==> config.mk <==
export PLATFORM = sky130hd
export DESIGN_NAME = infix_to_postfix_converter_core
export DESIGN_NICKNAME = d
export VERILOG_FILES = /design/src/rtl/itp_pkg.sv /design/src/rtl/itp_front.sv /design/src/rtl/itp_cmd_queue.sv /design/src/rtl/itp_back.sv /design/src/rtl/infix_to_postfix_converter_core.sv
export SDC_FILE = /design/constraint.sdc
export NUM_CORES = 1
export LEC_CHECK = 0
export ABC_AREA = 1
export BUFFER_PORTS_ARGS = -buffer_cell sky130_fd_sc_hd__buf_2
export CAP_MARGIN = 20
export CORE_MARGIN = 1
export CORE_UTILIZATION = 62
export DETAILED_ROUTE_END_ITERATION = 16
export GPL_TIMING_DRIVEN = 0
export PLACE_DENSITY = 0.81
export REMOVE_ABC_BUFFERS = 1
export SYNTH_ARGS = -nofsm -noshare
export SYNTH_HDL_FRONTEND = slang
export SYNTH_HIERARCHICAL = 1
export SYNTH_SLANG_ARGS = --single-unit
==> constraint.sdc <==
create_clock -name clk -period 2.75 [get_ports clk]
set_clock_uncertainty 0.05 [all_clocks]
set_input_delay 0.1375 -clock clk [delete_from_list [all_inputs] [get_ports clk]]
set_output_delay 0.1375 -clock clk [all_outputs]
set_load 0.03 [all_outputs]
==> src/rtl/itp_pkg.sv <==
package itp_pkg;

  localparam logic [7:0] CH_PLUS  = 8'h2B;
  localparam logic [7:0] CH_MINUS = 8'h2D;
  localparam logic [7:0] CH_STAR  = 8'h2A;
  localparam logic [7:0] CH_SLASH = 8'h2F;
  localparam logic [7:0] CH_OPEN  = 8'h28;
  localparam logic [7:0] CH_CLOSE = 8'h29;
  localparam logic [7:0] CH_A     = 8'h41;
  localparam logic [7:0] CH_Z     = 8'h5A;

  localparam int CMD_QUEUE_DEPTH = 4;

  typedef enum logic [1:0] {
    K_LETTER,
    K_OPEN,
    K_CLOSE,
    K_OPER
  } sym_kind_t;

  typedef enum logic [1:0] {
    ST_OK,
    ST_NO_OPEN,
    ST_FULL
  } status_t;

  typedef enum logic [3:0] {
    S_IDLE,
    S_DISPATCH,
    S_CLOSE_EVAL,
    S_CLOSE_WAIT,
    S_CLOSE_MARK,
    S_OP_EVAL,
    S_OP_WAIT,
    S_PUSH,
    S_FLUSHCHK,
    S_FLUSH_WAIT,
    S_FLUSH_EVAL,
    S_FIN
  } back_state_t;

  typedef struct packed {
    sym_kind_t  kind;
    logic [7:0] sym;
    logic [1:0] prec;
    logic       last;
  } cmd_t;

  function automatic logic [1:0] prec_of(input logic [7:0] c);
    logic [1:0] p;
    p = 2'd0;
    if (c inside {CH_PLUS, CH_MINUS}) begin
      p = 2'd1;
    end else if (c inside {CH_STAR, CH_SLASH}) begin
      p = 2'd2;
    end
    return p;
  endfunction

endpackage

==> src/rtl/itp_front.sv <==
module itp_front
  import itp_pkg::*;
(
  input  logic       clk,
  input  logic       rst_n,
  input  logic       in_tvalid,
  output logic       in_tready,
  input  logic [7:0] in_sym,
  input  logic       in_last,
  output logic       push_valid,
  input  logic       push_ready,
  output cmd_t       push_data
);

  logic fr_valid_r;
  cmd_t fr_cmd_r;
  cmd_t cls;
  logic accept;

  always_comb begin
    cls.sym  = in_sym;
    cls.last = in_last;
    cls.prec = prec_of(in_sym);
    if (in_sym inside {[CH_A:CH_Z]}) begin
      cls.kind = K_LETTER;
    end else if (in_sym == CH_OPEN) begin
      cls.kind = K_OPEN;
    end else if (in_sym == CH_CLOSE) begin
      cls.kind = K_CLOSE;
    end else begin
      cls.kind = K_OPER;
    end
  end

  assign in_tready  = !fr_valid_r || push_ready;
  assign accept     = in_tvalid && in_tready;
  assign push_valid = fr_valid_r;
  assign push_data  = fr_cmd_r;

  always_ff @(posedge clk) begin
    if (!rst_n) begin
      fr_valid_r <= 1'b0;
    end else if (accept) begin
      fr_valid_r <= 1'b1;
    end else if (push_ready) begin
      fr_valid_r <= 1'b0;
    end
  end

  always_ff @(posedge clk) begin
    if (accept) begin
      fr_cmd_r <= cls;
    end
  end

endmodule

==> src/rtl/itp_cmd_queue.sv <==
module itp_cmd_queue
  import itp_pkg::*;
(
  input  logic clk,
  input  logic rst_n,
  input  logic push_valid,
  output logic push_ready,
  input  cmd_t push_data,
  output logic pop_valid,
  input  logic pop_ready,
  output cmd_t pop_data
);

  localparam int PTR_W = $clog2(CMD_QUEUE_DEPTH);
  localparam int CNT_W = $clog2(CMD_QUEUE_DEPTH + 1);

  cmd_t             q_mem_r [CMD_QUEUE_DEPTH];
  logic [PTR_W-1:0] wr_ptr_r;
  logic [PTR_W-1:0] rd_ptr_r;
  logic [CNT_W-1:0] cnt_r;
  logic             do_push;
  logic             do_pop;

  assign push_ready = cnt_r != CNT_W'(CMD_QUEUE_DEPTH);
  assign pop_valid  = cnt_r != '0;
  assign pop_data   = q_mem_r[rd_ptr_r];
  assign do_push    = push_valid && push_ready;
  assign do_pop     = pop_valid && pop_ready;

  always_ff @(posedge clk) begin
    if (!rst_n) begin
      wr_ptr_r <= '0;
      rd_ptr_r <= '0;
      cnt_r    <= '0;
    end else begin
      if (do_push) begin
        wr_ptr_r <= (wr_ptr_r == PTR_W'(CMD_QUEUE_DEPTH - 1)) ? '0 : wr_ptr_r + 1'b1;
      end
      if (do_pop) begin
        rd_ptr_r <= (rd_ptr_r == PTR_W'(CMD_QUEUE_DEPTH - 1)) ? '0 : rd_ptr_r + 1'b1;
      end
      if (do_push && !do_pop) begin
        cnt_r <= cnt_r + 1'b1;
      end else if (do_pop && !do_push) begin
        cnt_r <= cnt_r - 1'b1;
      end
    end
  end

  always_ff @(posedge clk) begin
    if (do_push) begin
      q_mem_r[wr_ptr_r] <= push_data;
    end
  end

endmodule

==> src/rtl/itp_back.sv <==
module itp_back
  import itp_pkg::*;
#(
  parameter int STACK_DEPTH = 16
) (
  input  logic       clk,
  input  logic       rst_n,
  input  logic       q_valid,
  output logic       q_ready,
  input  cmd_t       q_data,
  output logic       out_tvalid,
  input  logic       out_tready,
  output logic [7:0] out_sym,
  output logic       out_sym_valid,
  output logic       out_run_last,
  output logic       out_expr_end,
  output status_t    out_status
);

  localparam int AW    = $clog2(STACK_DEPTH);
  localparam int CNT_W = $clog2(STACK_DEPTH + 1);

  logic [7:0]       stack_mem [STACK_DEPTH];
  logic [7:0]       rd_data_r;
  logic [AW-1:0]    rd_addr;
  logic             wr_en;

  back_state_t      state_r, state_nxt;
  logic [CNT_W-1:0] cnt_r, cnt_nxt;
  cmd_t             cmd_r, cmd_nxt;

  logic             pend_valid_r;
  logic [7:0]       pend_sym_r;
  logic             pend_sv_r;
  status_t          pend_st_r;

  logic             out_valid_r;
  logic [7:0]       out_sym_r;
  logic             out_sv_r;
  logic             out_rlast_r;
  logic             out_eend_r;
  status_t          out_st_r;

  logic             emit_req;
  logic [7:0]       emit_sym;
  logic             emit_sv;
  status_t          emit_st;
  logic             emit_fire;
  logic             fin_move;
  logic             fin_mark;
  logic             out_free;
  logic             can_emit;
  logic             out_load_pend;
  logic             cnt_zero;
  logic             cnt_one;
  logic             cnt_full;
  logic [1:0]       top_prec;

  assign rd_addr  = AW'(cnt_r - 1'b1);
  assign out_free = !out_valid_r || out_tready;
  assign can_emit = !pend_valid_r || out_free;
  assign cnt_zero = cnt_r == '0;
  assign cnt_one  = cnt_r == CNT_W'(1);
  assign cnt_full = cnt_r == CNT_W'(STACK_DEPTH);
  assign top_prec = prec_of(rd_data_r);

  always_ff @(posedge clk) begin
    if (wr_en) begin
      stack_mem[AW'(cnt_r)] <= cmd_r.sym;
    end
    rd_data_r <= stack_mem[rd_addr];
  end

  always_ff @(posedge clk) begin
    if (!rst_n) begin
      state_r <= S_IDLE;
      cnt_r   <= '0;
    end else begin
      state_r <= state_nxt;
      cnt_r   <= cnt_nxt;
    end
  end

  always_ff @(posedge clk) begin
    cmd_r <= cmd_nxt;
  end

  always_comb begin
    state_nxt = state_r;
    cnt_nxt   = cnt_r;
    cmd_nxt   = cmd_r;
    q_ready   = 1'b0;
    emit_req  = 1'b0;
    emit_sym  = '0;
    emit_sv   = 1'b0;
    emit_st   = ST_OK;
    wr_en     = 1'b0;
    fin_move  = 1'b0;
    fin_mark  = 1'b0;
    case (state_r)
      S_IDLE: begin
        if (q_valid) begin
          q_ready   = 1'b1;
          cmd_nxt   = q_data;
          state_nxt = S_DISPATCH;
        end
      end
      S_DISPATCH: begin
        case (cmd_r.kind)
          K_LETTER: begin
            emit_req = 1'b1;
            emit_sym = cmd_r.sym;
            emit_sv  = 1'b1;
            if (can_emit) begin
              state_nxt = S_FLUSHCHK;
            end
          end
          K_OPEN:  state_nxt = S_PUSH;
          K_CLOSE: state_nxt = cnt_zero ? S_CLOSE_MARK : S_CLOSE_EVAL;
          default: state_nxt = cnt_zero ? S_PUSH : S_OP_EVAL;
        endcase
      end
      S_CLOSE_EVAL: begin
        if (rd_data_r == CH_OPEN) begin
          cnt_nxt   = cnt_r - 1'b1;
          state_nxt = S_FLUSHCHK;
        end else begin
          emit_req = 1'b1;
          emit_sym = rd_data_r;
          emit_sv  = 1'b1;
          if (can_emit) begin
            cnt_nxt   = cnt_r - 1'b1;
            state_nxt = cnt_one ? S_CLOSE_MARK : S_CLOSE_WAIT;
          end
        end
      end
      S_CLOSE_WAIT: state_nxt = S_CLOSE_EVAL;
      S_CLOSE_MARK: begin
        emit_req = 1'b1;
        emit_st  = ST_NO_OPEN;
        if (can_emit) begin
          state_nxt = S_FLUSHCHK;
        end
      end
      S_OP_EVAL: begin
        if (top_prec >= cmd_r.prec) begin
          emit_req = 1'b1;
          emit_sym = rd_data_r;
          emit_sv  = 1'b1;
          if (can_emit) begin
            cnt_nxt   = cnt_r - 1'b1;
            state_nxt = cnt_one ? S_PUSH : S_OP_WAIT;
          end
        end else begin
          state_nxt = S_PUSH;
        end
      end
      S_OP_WAIT: state_nxt = S_OP_EVAL;
      S_PUSH: begin
        if (cnt_full) begin
          emit_req = 1'b1;
          emit_st  = ST_FULL;
          if (can_emit) begin
            state_nxt = S_FLUSHCHK;
          end
        end else begin
          wr_en     = 1'b1;
          cnt_nxt   = cnt_r + 1'b1;
          state_nxt = S_FLUSHCHK;
        end
      end
      S_FLUSHCHK: state_nxt = (cmd_r.last && !cnt_zero) ? S_FLUSH_WAIT : S_FIN;
      S_FLUSH_WAIT: state_nxt = S_FLUSH_EVAL;
      S_FLUSH_EVAL: begin
        emit_req = 1'b1;
        emit_sym = rd_data_r;
        emit_sv  = 1'b1;
        if (can_emit) begin
          cnt_nxt   = cnt_r - 1'b1;
          state_nxt = cnt_one ? S_FIN : S_FLUSH_WAIT;
        end
      end
      S_FIN: begin
        if (!pend_valid_r && !cmd_r.last) begin
          state_nxt = S_IDLE;
        end else if (out_free) begin
          fin_move  = pend_valid_r;
          fin_mark  = !pend_valid_r;
          state_nxt = S_IDLE;
        end
      end
      default: state_nxt = S_IDLE;
    endcase
  end

  assign emit_fire     = emit_req && can_emit;
  assign out_load_pend = (emit_fire && pend_valid_r) || fin_move;

  always_ff @(posedge clk) begin
    if (!rst_n) begin
      pend_valid_r <= 1'b0;
      out_valid_r  <= 1'b0;
    end else begin
      if (emit_fire) begin
        pend_valid_r <= 1'b1;
      end else if (fin_move) begin
        pend_valid_r <= 1'b0;
      end
      if (out_load_pend || fin_mark) begin
        out_valid_r <= 1'b1;
      end else if (out_tready) begin
        out_valid_r <= 1'b0;
      end
    end
  end

  always_ff @(posedge clk) begin
    if (emit_fire) begin
      pend_sym_r <= emit_sym;
      pend_sv_r  <= emit_sv;
      pend_st_r  <= emit_st;
    end
    if (out_load_pend) begin
      out_sym_r   <= pend_sym_r;
      out_sv_r    <= pend_sv_r;
      out_st_r    <= pend_st_r;
      out_rlast_r <= fin_move;
      out_eend_r  <= fin_move && cmd_r.last;
    end else if (fin_mark) begin
      out_sym_r   <= '0;
      out_sv_r    <= 1'b0;
      out_st_r    <= ST_OK;
      out_rlast_r <= 1'b1;
      out_eend_r  <= 1'b1;
    end
  end

  assign out_tvalid    = out_valid_r;
  assign out_sym       = out_sym_r;
  assign out_sym_valid = out_sv_r;
  assign out_run_last  = out_rlast_r;
  assign out_expr_end  = out_eend_r;
  assign out_status    = out_st_r;

  a_cnt_bound: assert property (@(posedge clk) disable iff (!rst_n)
    cnt_r <= CNT_W'(STACK_DEPTH))
    else $error("stack count beyond depth");

  a_idle_no_pend: assert property (@(posedge clk) disable iff (!rst_n)
    state_r == S_IDLE |-> !pend_valid_r)
    else $error("result left pending between items");

  a_flush_empty: assert property (@(posedge clk) disable iff (!rst_n)
    (state_r == S_FIN && cmd_r.last) |-> cnt_r == '0)
    else $error("stack not empty after final flush");

  a_end_is_run_last: assert property (@(posedge clk) disable iff (!rst_n)
    (out_valid_r && out_eend_r) |-> out_rlast_r)
    else $error("expression end without run end");

  a_push_only_below_full: assert property (@(posedge clk) disable iff (!rst_n)
    wr_en |=> cnt_r == $past(cnt_r) + 1'b1)
    else $error("push did not advance stack count");

endmodule

==> src/rtl/infix_to_postfix_converter_core.sv <==
// Infix to postfix converter, shunting-yard scheme.
// Input stream: one ASCII character per transaction on in_tdata[7:0], in_tlast
// marking the final character of an expression. Result stream: zero or more
// postfix characters per input; out_tlast marks the last result caused by
// one input, out_tdata[8] the final result of the expression. Marker-only
// results (out_tuser[0] low) carry a status: close bracket without open, or
// stack full with the push dropped. A final character that yields nothing
// still gives one marker result, with status OK.
// A letter passes through the front, queue, command, pending and output
// registers. The sequencer finishes one item before taking the next and
// goes through a wait state between stack entries it pops (registered read).
// Input is taken into a register and a short command queue, so the front keeps
// accepting until the queue fills while the sequencer works or waits on output.
// When out_tready is low the pending and output registers hold and the
// sequencer stops at its next result; nothing is lost.
// Reset (rst_n low, synchronous) empties the stack, the queue and the front,
// pending and output registers; stack contents need no clearing.
module infix_to_postfix_converter_core
  import itp_pkg::*;
#(
  parameter int STACK_DEPTH = 16
) (
  input  logic        clk,
  input  logic        rst_n,
  input  logic        in_tvalid,
  output logic        in_tready,
  input  logic [7:0]  in_tdata,   // [7:0] symbol
  input  logic        in_tlast,
  output logic        out_tvalid,
  input  logic        out_tready,
  output logic [15:0] out_tdata,  // [7:0] symbol_out, [8] expression_end
  output logic        out_tlast,
  output logic [2:0]  out_tuser   // [0] symbol_valid, [2:1] status
);

  logic       push_valid;
  logic       push_ready;
  cmd_t       push_data;
  logic       pop_valid;
  logic       pop_ready;
  cmd_t       pop_data;
  logic [7:0] res_sym;
  logic       res_sv;
  logic       res_eend;
  status_t    res_st;

  itp_front u_front (
    .clk        (clk),
    .rst_n      (rst_n),
    .in_tvalid  (in_tvalid),
    .in_tready  (in_tready),
    .in_sym     (in_tdata),
    .in_last    (in_tlast),
    .push_valid (push_valid),
    .push_ready (push_ready),
    .push_data  (push_data)
  );

  itp_cmd_queue u_queue (
    .clk        (clk),
    .rst_n      (rst_n),
    .push_valid (push_valid),
    .push_ready (push_ready),
    .push_data  (push_data),
    .pop_valid  (pop_valid),
    .pop_ready  (pop_ready),
    .pop_data   (pop_data)
  );

  itp_back #(
    .STACK_DEPTH (STACK_DEPTH)
  ) u_back (
    .clk           (clk),
    .rst_n         (rst_n),
    .q_valid       (pop_valid),
    .q_ready       (pop_ready),
    .q_data        (pop_data),
    .out_tvalid    (out_tvalid),
    .out_tready    (out_tready),
    .out_sym       (res_sym),
    .out_sym_valid (res_sv),
    .out_run_last  (out_tlast),
    .out_expr_end  (res_eend),
    .out_status    (res_st)
  );

  assign out_tdata = {7'b0, res_eend, res_sym};
  assign out_tuser = {res_st, res_sv};

endmodule

## Word-level counts from Yosys, hierarchy flattened

Memory sizes are Yosys's and may differ from the RTL's. A register that Yosys moved wholly into a read port is not among the register bits.
Index checks and enable logic that the tools add are counted.

- Register bits: 56
- RAM bits: 180
- Input port bits: 13
- Output and inout port bits: 22
- Logic and storage cells: 183
- Memories kept: 2

Memories:

| name | depth | bits a word | rd ports | clocked after memory_dff | write ports | line | text |
|---|---|---|---|---|---|---|---|
| u_back.stack_mem | 16 | 8 | 1 | 1 | 1 | itp_back.sv:23 | `logic [7:0] stack_mem [STACK_DEPTH];` |
| u_queue.q_mem_r | 4 | 13 | 1 | 1 | 1 | itp_cmd_queue.sv:17 | `cmd_t q_mem_r [CMD_QUEUE_DEPTH];` |

- $add $sub $neg: 6
- $lt $le $gt $ge: 3
- Equality and inequality tests: 36
- Multiplexer cells: 73
- Reductions and logical operators: 42

Operator list:

| cell | number |
|---|---|
| equality test 8 x 6 -> 1 bit, second input constant | 11 |
| case mux 4 bit (12 select lines) | 1 |
| two-way mux 4 bit | 10 |
| two-way mux 8 bit | 5 |
| two-way mux 1 bit | 32 |
| case mux 8 bit (4 select lines) | 1 |
| two-way mux 2 bit | 11 |
| two-way mux 5 bit | 4 |
| case mux 5 bit (4 select lines) | 1 |
| nonzero test 2 bit | 9 |
| equality test 4 x 3 -> 1 bit, second input constant | 4 |
| equality test 4 bit, second input constant | 4 |
| two-way mux 3 bit | 4 |
| case mux 4 bit (3 select lines) | 1 |
| logical AND 1 bit | 11 |
| equality test 4 x 2 -> 1 bit, second input constant | 2 |
| >= comparator 8 x 7 -> 1 bit, second input constant | 1 |
| less-or-equal comparator 8 x 7 -> 1 bit, second input constant | 1 |
| zero test 1 bit | 7 |
| equality test 2 bit, second input constant | 3 |
| != test 3 x 1 -> 1 bit, second input constant | 2 |
| adder 5 x 1 -> 5 bit, second input constant | 1 |
| equality test 5 x 1 -> 1 bit, second input constant | 1 |
| equality test 5 bit, second input constant | 1 |
| 24 further kinds | 32 |

## Logic depth before layout (Yosys ltp)

- Depth after elaboration: 12
- Gate-level depth with buffers: 16
- Mapped depth without buffers: 16

## Hierarchy

The synthesis kept the hierarchy.

Modules (own cells, without submodules):

| module | instances | cells an instance | area an instance (um^2) | sequential area each (um^2) |
|---|---|---|---|---|
| itp_back | 1 | 682 | 7882.6 | 5335.1 |
| itp_cmd_queue | 1 | 196 | 2457.4 | 1741.7 |
| itp_front | 1 | 58 | 608.1 | 410.4 |
| infix_to_postfix_converter_core | 1 | 10 | 71.3 | 0.0 |

## Worst setup path before layout

No wires, ideal clock.

- Path type: reg-to-reg
- Start: register u_back.cnt_r[0]
- End: register u_back.pend_st_r[0] (enable)
- Library setup time: 0.384 ns
- Data arrival time: 2.043 ns
- Slack: 0.273 ns
- Stages on the path, launching flop included: 10
- Cell sequence: dfxtp_1 > inv_2 > clkbuf_1 > ha_1 > nand2_1 > nor2_4 > nand2_2 > nand2_1 > nor2_2 > a21oi_1

- Longest elaborated chain between the ends: 4

Ends and longest elaborated chain:

| item | line | text |
|---|---|---|
| start, declared | itp_back.sv:29 | `logic [CNT_W-1:0] cnt_r, cnt_nxt;` |
| start signal, assigned | itp_back.sv:80 | `cnt_r <= cnt_nxt;` |
| equality test 5 bit | itp_back.sv:64 | `assign cnt_full = cnt_r == CNT_W'(STACK_DEPTH);` |
| two-way mux 1 bit | itp_back.sv:160 | `if (cnt_full) begin` |
| case mux 1 bit (5 select lines) | itp_back.sv:100 | `case (state_r)` |
| logical AND 1 bit | itp_back.sv:196 | `assign emit_fire = emit_req && can_emit;` |
| via u_back.emit_fire | itp_back.sv:48 | `logic emit_fire;` |
| end signal, assigned | itp_back.sv:221 | `pend_st_r <= emit_st;` |
| end, declared | itp_back.sv:35 | `status_t pend_st_r;` |

The timed path passes the listed nets, and every way through them passes these cells.
A chain may end at the register's enable or synchronous reset.

## Final worst setup path

- Start: register u_back.cnt_r[0]
- End: memory u_back.stack_mem[10][1] (enable)

- Longest elaborated chain between the ends: 5

Ends and longest elaborated chain:

| item | line | text |
|---|---|---|
| equality test 5 bit | itp_back.sv:64 |  |
| two-way mux 1 bit | itp_back.sv:160 |  |
| two-way mux 1 bit | itp_back.sv:100 |  |
| two-way mux 1 bit | itp_back.sv:68 | `if (wr_en) begin` |
| two-way mux 1 bit (implied by the code) | itp_back.sv:69 | `stack_mem[AW'(cnt_r)] <= cmd_r.sym;` |
| end, declared | itp_back.sv:23 |  |

Several ways; a longest one is shown, not always the timed one.

==> results.sh <==
export IMPL_async_flop_share_pct=0
export IMPL_sw_frac_of_total_pct=36.4
export IMPL_r2r_start="u_back/cnt_r[0]"
export IMPL_holdWs_ns=0.297
export IMPL_seq_power_share_pct=44.0
export IMPL_critical_path_class="reg2reg"
export IMPL_io_buffer_count=27
export IMPL_dp_hpwl_mm=14.2
export IMPL_pwr_share_comb_pct=30.9
export IMPL_hold_viol=0
export IMPL_cp_top_family="simple AND/OR/NAND/NOR gates"
export IMPL_wl_mm=23.0
export IMPL_cts_sinks=259
export IMPL_grt_pass1_wl_mm=35.7
export IMPL_fin_area_um2=12500
export IMPL_worstSetupPathDepth=8
export IMPL_tritoncts="done"
export IMPL_synth_simple_area_share_pct=13.2
export IMPL_maxCapViolCount=0
export IMPL_postRouteAntennaNets=0
export IMPL_area_growth_pct=13.7
export IMPL_clock_root_buffer="clkbuf_16"
export IMPL_synth_compound_area_share_pct=9.79
export IMPL_vias=7335
export IMPL_maxSlewHeadroom_pct=33.4
export IMPL_clk_latency_ns=0.53
export IMPL_dieArea_um2=18300
export IMPL_maxSlewViolCount=0
export IMPL_viasPerCell=5.92
export IMPL_cts_made_buffers=26
export IMPL_ir_drop_uv=766
export IMPL_p_per_area_nw_per_um2=1070
export IMPL_synth_enable_flop_cells=230
export IMPL_leakagePower_nw=4.62
export IMPL_crit_path_max_incr_delay_ns=0.49
export IMPL_synth_seq_cells=259
export IMPL_fp_dieH_um=135
export IMPL_synth_xor_area_share_pct=0.375
export IMPL_grt_total_usage_pct=25.7
export IMPL_p_sw_mw=4.89
export IMPL_gp_congestion=0.914
export IMPL_reg2reg_depth=8
export IMPL_drc=0
export IMPL_period_needed_ns=2.69
export IMPL_worstPathArrival_ns=2.80
export IMPL_setup_viol=0
export IMPL_antenna_found_initial=0
export IMPL_synth_top_family_by_area="simple AND/OR/NAND/NOR gates"
export IMPL_io_pins=35
export IMPL_start_util_pct=63.7
export IMPL_hold_path_class="in2reg"
export IMPL_die_w_um=135
export IMPL_worst_r2r_setup_slack_ns=0.06
export IMPL_dr_pass1_iters=5
export IMPL_htreeDepth=1
export IMPL_crit_path_end_kind="flop"
export IMPL_r2r_end="u_back/stack_mem[10][1]"
export IMPL_core_area_um2=17300
export IMPL_crit_chain="buf_12 > inv_6 > ha_2 > nand2_1 > nor2_4 > nor2_1 > nand2_1 > nor2_2"
export IMPL_synthCells=946
export IMPL_critPathMostFrequentCell="nand2_1"
export IMPL_dpl_cell_area_um2=11300
export IMPL_fin_nets=1023
export IMPL_whs_path_depth=2
export IMPL_hold_path_startpoint="in_tlast"
export IMPL_path_buf_inv=2
export IMPL_grt_max_degree=62
export IMPL_min_to="u_front/push_data[0]"
export IMPL_drtIter0Drc=797
export IMPL_rows=48
export IMPL_grt_pass1_vias=7139
export IMPL_worstPathRequired_ns=2.86
export IMPL_wl_per_cell_um=18.5
export IMPL_total_power_mw=13.4
export IMPL_worstMarginPinSlew_ns=0.997
export IMPL_p_clk_share_pct=25.1
export IMPL_fill_cells=1097
export IMPL_syn_area_um2=11000
export IMPL_p_int_mw=8.55
export IMPL_ys_types=42
export IMPL_clk_pin_slew_ns=0.06
export IMPL_yosys_warnings=6
export IMPL_diodes=0
export IMPL_outcome="complete, no violations"
export IMPL_cts_path_max_buffers=3
export IMPL_drive_gt1_share_pct=13.7
export IMPL_synthAdderAreaFrac_pct=1.66
export IMPL_startpoint_type="flop"
export IMPL_fmax_mhz=372
export IMPL_avgSynthCellArea_um2=11.6
export IMPL_synth_ff_type="edfxtp_1"
export IMPL_fin_crit_sh_pct=97.8
export IMPL_crit_fanout=53
export IMPL_synth_mux_area_share_pct=1.45
export IMPL_grt_ovfl_total=0
export IMPL_yosysSeqAreaShare_pct=67.9
export IMPL_rsz0062_at_grt="yes"
export IMPL_crit_slowest_cell="nor2_2"
## power by group through the flow
stage                     Combinational, mW  Clock [mW]  Sequential (mW)
after CTS                              3.98        3.42             5.88
after global routing                   4.54        3.56             5.98
final                                  4.15        3.38             5.91
after global placement                 3.42           0             5.99
after floorplan                        2.64           0             5.73
after detailed placement               3.76           0             5.99
## layout by cell type (no fill, tap or decap), types with 12 or more instances in the layout
master         instances
o211ai_1              15
mux2i_1               16
o32ai_1               16
ha_1                  12
o22ai_1               13
dlygate4sd3_1         13
o21ai_0               73
dfxtp_1               28
inv_1                 78
nor2_2                13
nor2_1               145
a21oi_1               26
buf_2                 31
clkbuf_16             27
nand2_1              108
o221ai_1              16
nand3_1               41
edfxtp_1             230
## through the flow
step                      setup TNS, ns  cells  utilization, %  setup slack, ns
after CTS                             0   1236            71.9           0.0130
after global routing              -1.43   1240            72.4          -0.0717
final                                 0   1240            72.4           0.0592
after detailed placement        -118.55   1174            65.6           -0.932
after global placement          -494.05   1161            64.7            -3.86
after floorplan                 -209.15    909               -            -1.70
## cell families (layout without fill, tap and decap cells)
group                      Yosys count  in the layout
and+or+nand+nor                    345            345
muxes                               16             16
buffers and inverters              131            194
DFF                                259            259
AOI/OAI and AO/OA                  177            177
adders and majority gates           14             14
other                                1              7
xor gates and xnor gates             3              3
## timing repair
| action | 4_1_cts | 5_1_grt |
|---|---|---|
| resized for setup | 29 | 13 |
| hold buffers | 13 | 0 |
| pin swaps | 0 | 1 |
| endpoints found under the setup margin | 177 | 160 |
| setup buffers | 2 | 3 |
| endpoints found under the hold margin | 25 | 0 |
## metal layers
layer | part of all wire, % | vias up | GRT usage, %
li1 | - | 3444 | -
met1 | 38 | 3486 | 31.1
met2 | 51 | 358 | 44.5
met3 | 7.7 | 47 | 4.79
met4 | 2.8 | 0 | 11.9
met5 | 0 | - | 0
## registers in the layout (all words and copies together), names as in the netlist, 2 cells and up, named ones only
name               count
u_front/push_data     13
u_queue/q_mem_r       52
u_back/rd_data_r       8
u_back/stack_mem     128
u_back/cmd_r          13
u_queue/rd_ptr_r       2
u_back/state_r         4
u_back/pend_st_r       2
u_back/pend_sym_r      8
u_back/cnt_r           5
u_queue/wr_ptr_r       2
u_back/out_sym         8
u_back/out_status      2
u_queue/cnt_r          3
## synthesized netlist by cell type, types with 8 or more instances
| library cell | count | area (µm²) |
|---|---|---|
| nand2_1 | 109 | 409 |
| nor2_2 | 9 | 56.3 |
| o22ai_1 | 13 | 81.3 |
| nand3_1 | 41 | 205 |
| buf_2 | 10 | 50.1 |
| dfxtp_1 | 29 | 581 |
| buf_4 | 13 | 97.6 |
| o221ai_1 | 16 | 140 |
| clkbuf_1 | 14 | 52.6 |
| o32ai_1 | 16 | 140 |
| ha_1 | 13 | 163 |
| nand2_2 | 8 | 50.1 |
| edfxtp_1 | 230 | 6910 |
| mux2i_1 | 16 | 160 |
| o21ai_0 | 75 | 375 |
| inv_1 | 80 | 300 |
| nor3_1 | 11 | 55.1 |
| nor2_1 | 155 | 582 |
| a21oi_1 | 27 | 135 |
| o211ai_1 | 15 | 113 |
## worst max-delay path by stage
| stage | from | to | slack [ns] |
|---|---|---|---|
| floorplan | u_back/cnt_r[0] | u_back/rd_data_r[0] | -1.70 |
| global placement | u_back/cnt_r[0] | u_back/rd_data_r[3] | -3.86 |
| detailed placement | u_back/cnt_r[0] | u_back/out_run_last | -0.93 |
| CTS | u_back/rd_data_r[0] | u_back/out_sym[1] | 0.01 |
| global route | u_back/cnt_r[0] | u_back/stack_mem[14][2] | -0.07 |
| finish | u_back/cnt_r[0] | u_back/stack_mem[10][1] | 0.06 |
## worst register-to-register path: cells and delay by family, from the launching register on
family | cells | cell delay, ns
DFF | 1 | 0.47
adders and majority gates | 1 | 0.31
and+or+nand+nor | 5 | 1.05
buffers and inverters | 2 | 0.45
## area by class of cell
class                           instances  area, µm²  area share (%)
Clock buffer                           32        694            5.54
Inverter                               88        343            2.74
Clock inverter                         15        124           0.989
Multi-Input combinational cell        562       3110            24.9
Tap cell                              225        282            2.25
Sequential cell                       259       7490            59.8
Timing Repair Buffer                   59        478            3.82
No activity file was read; power rests on OpenSTA's default activity.
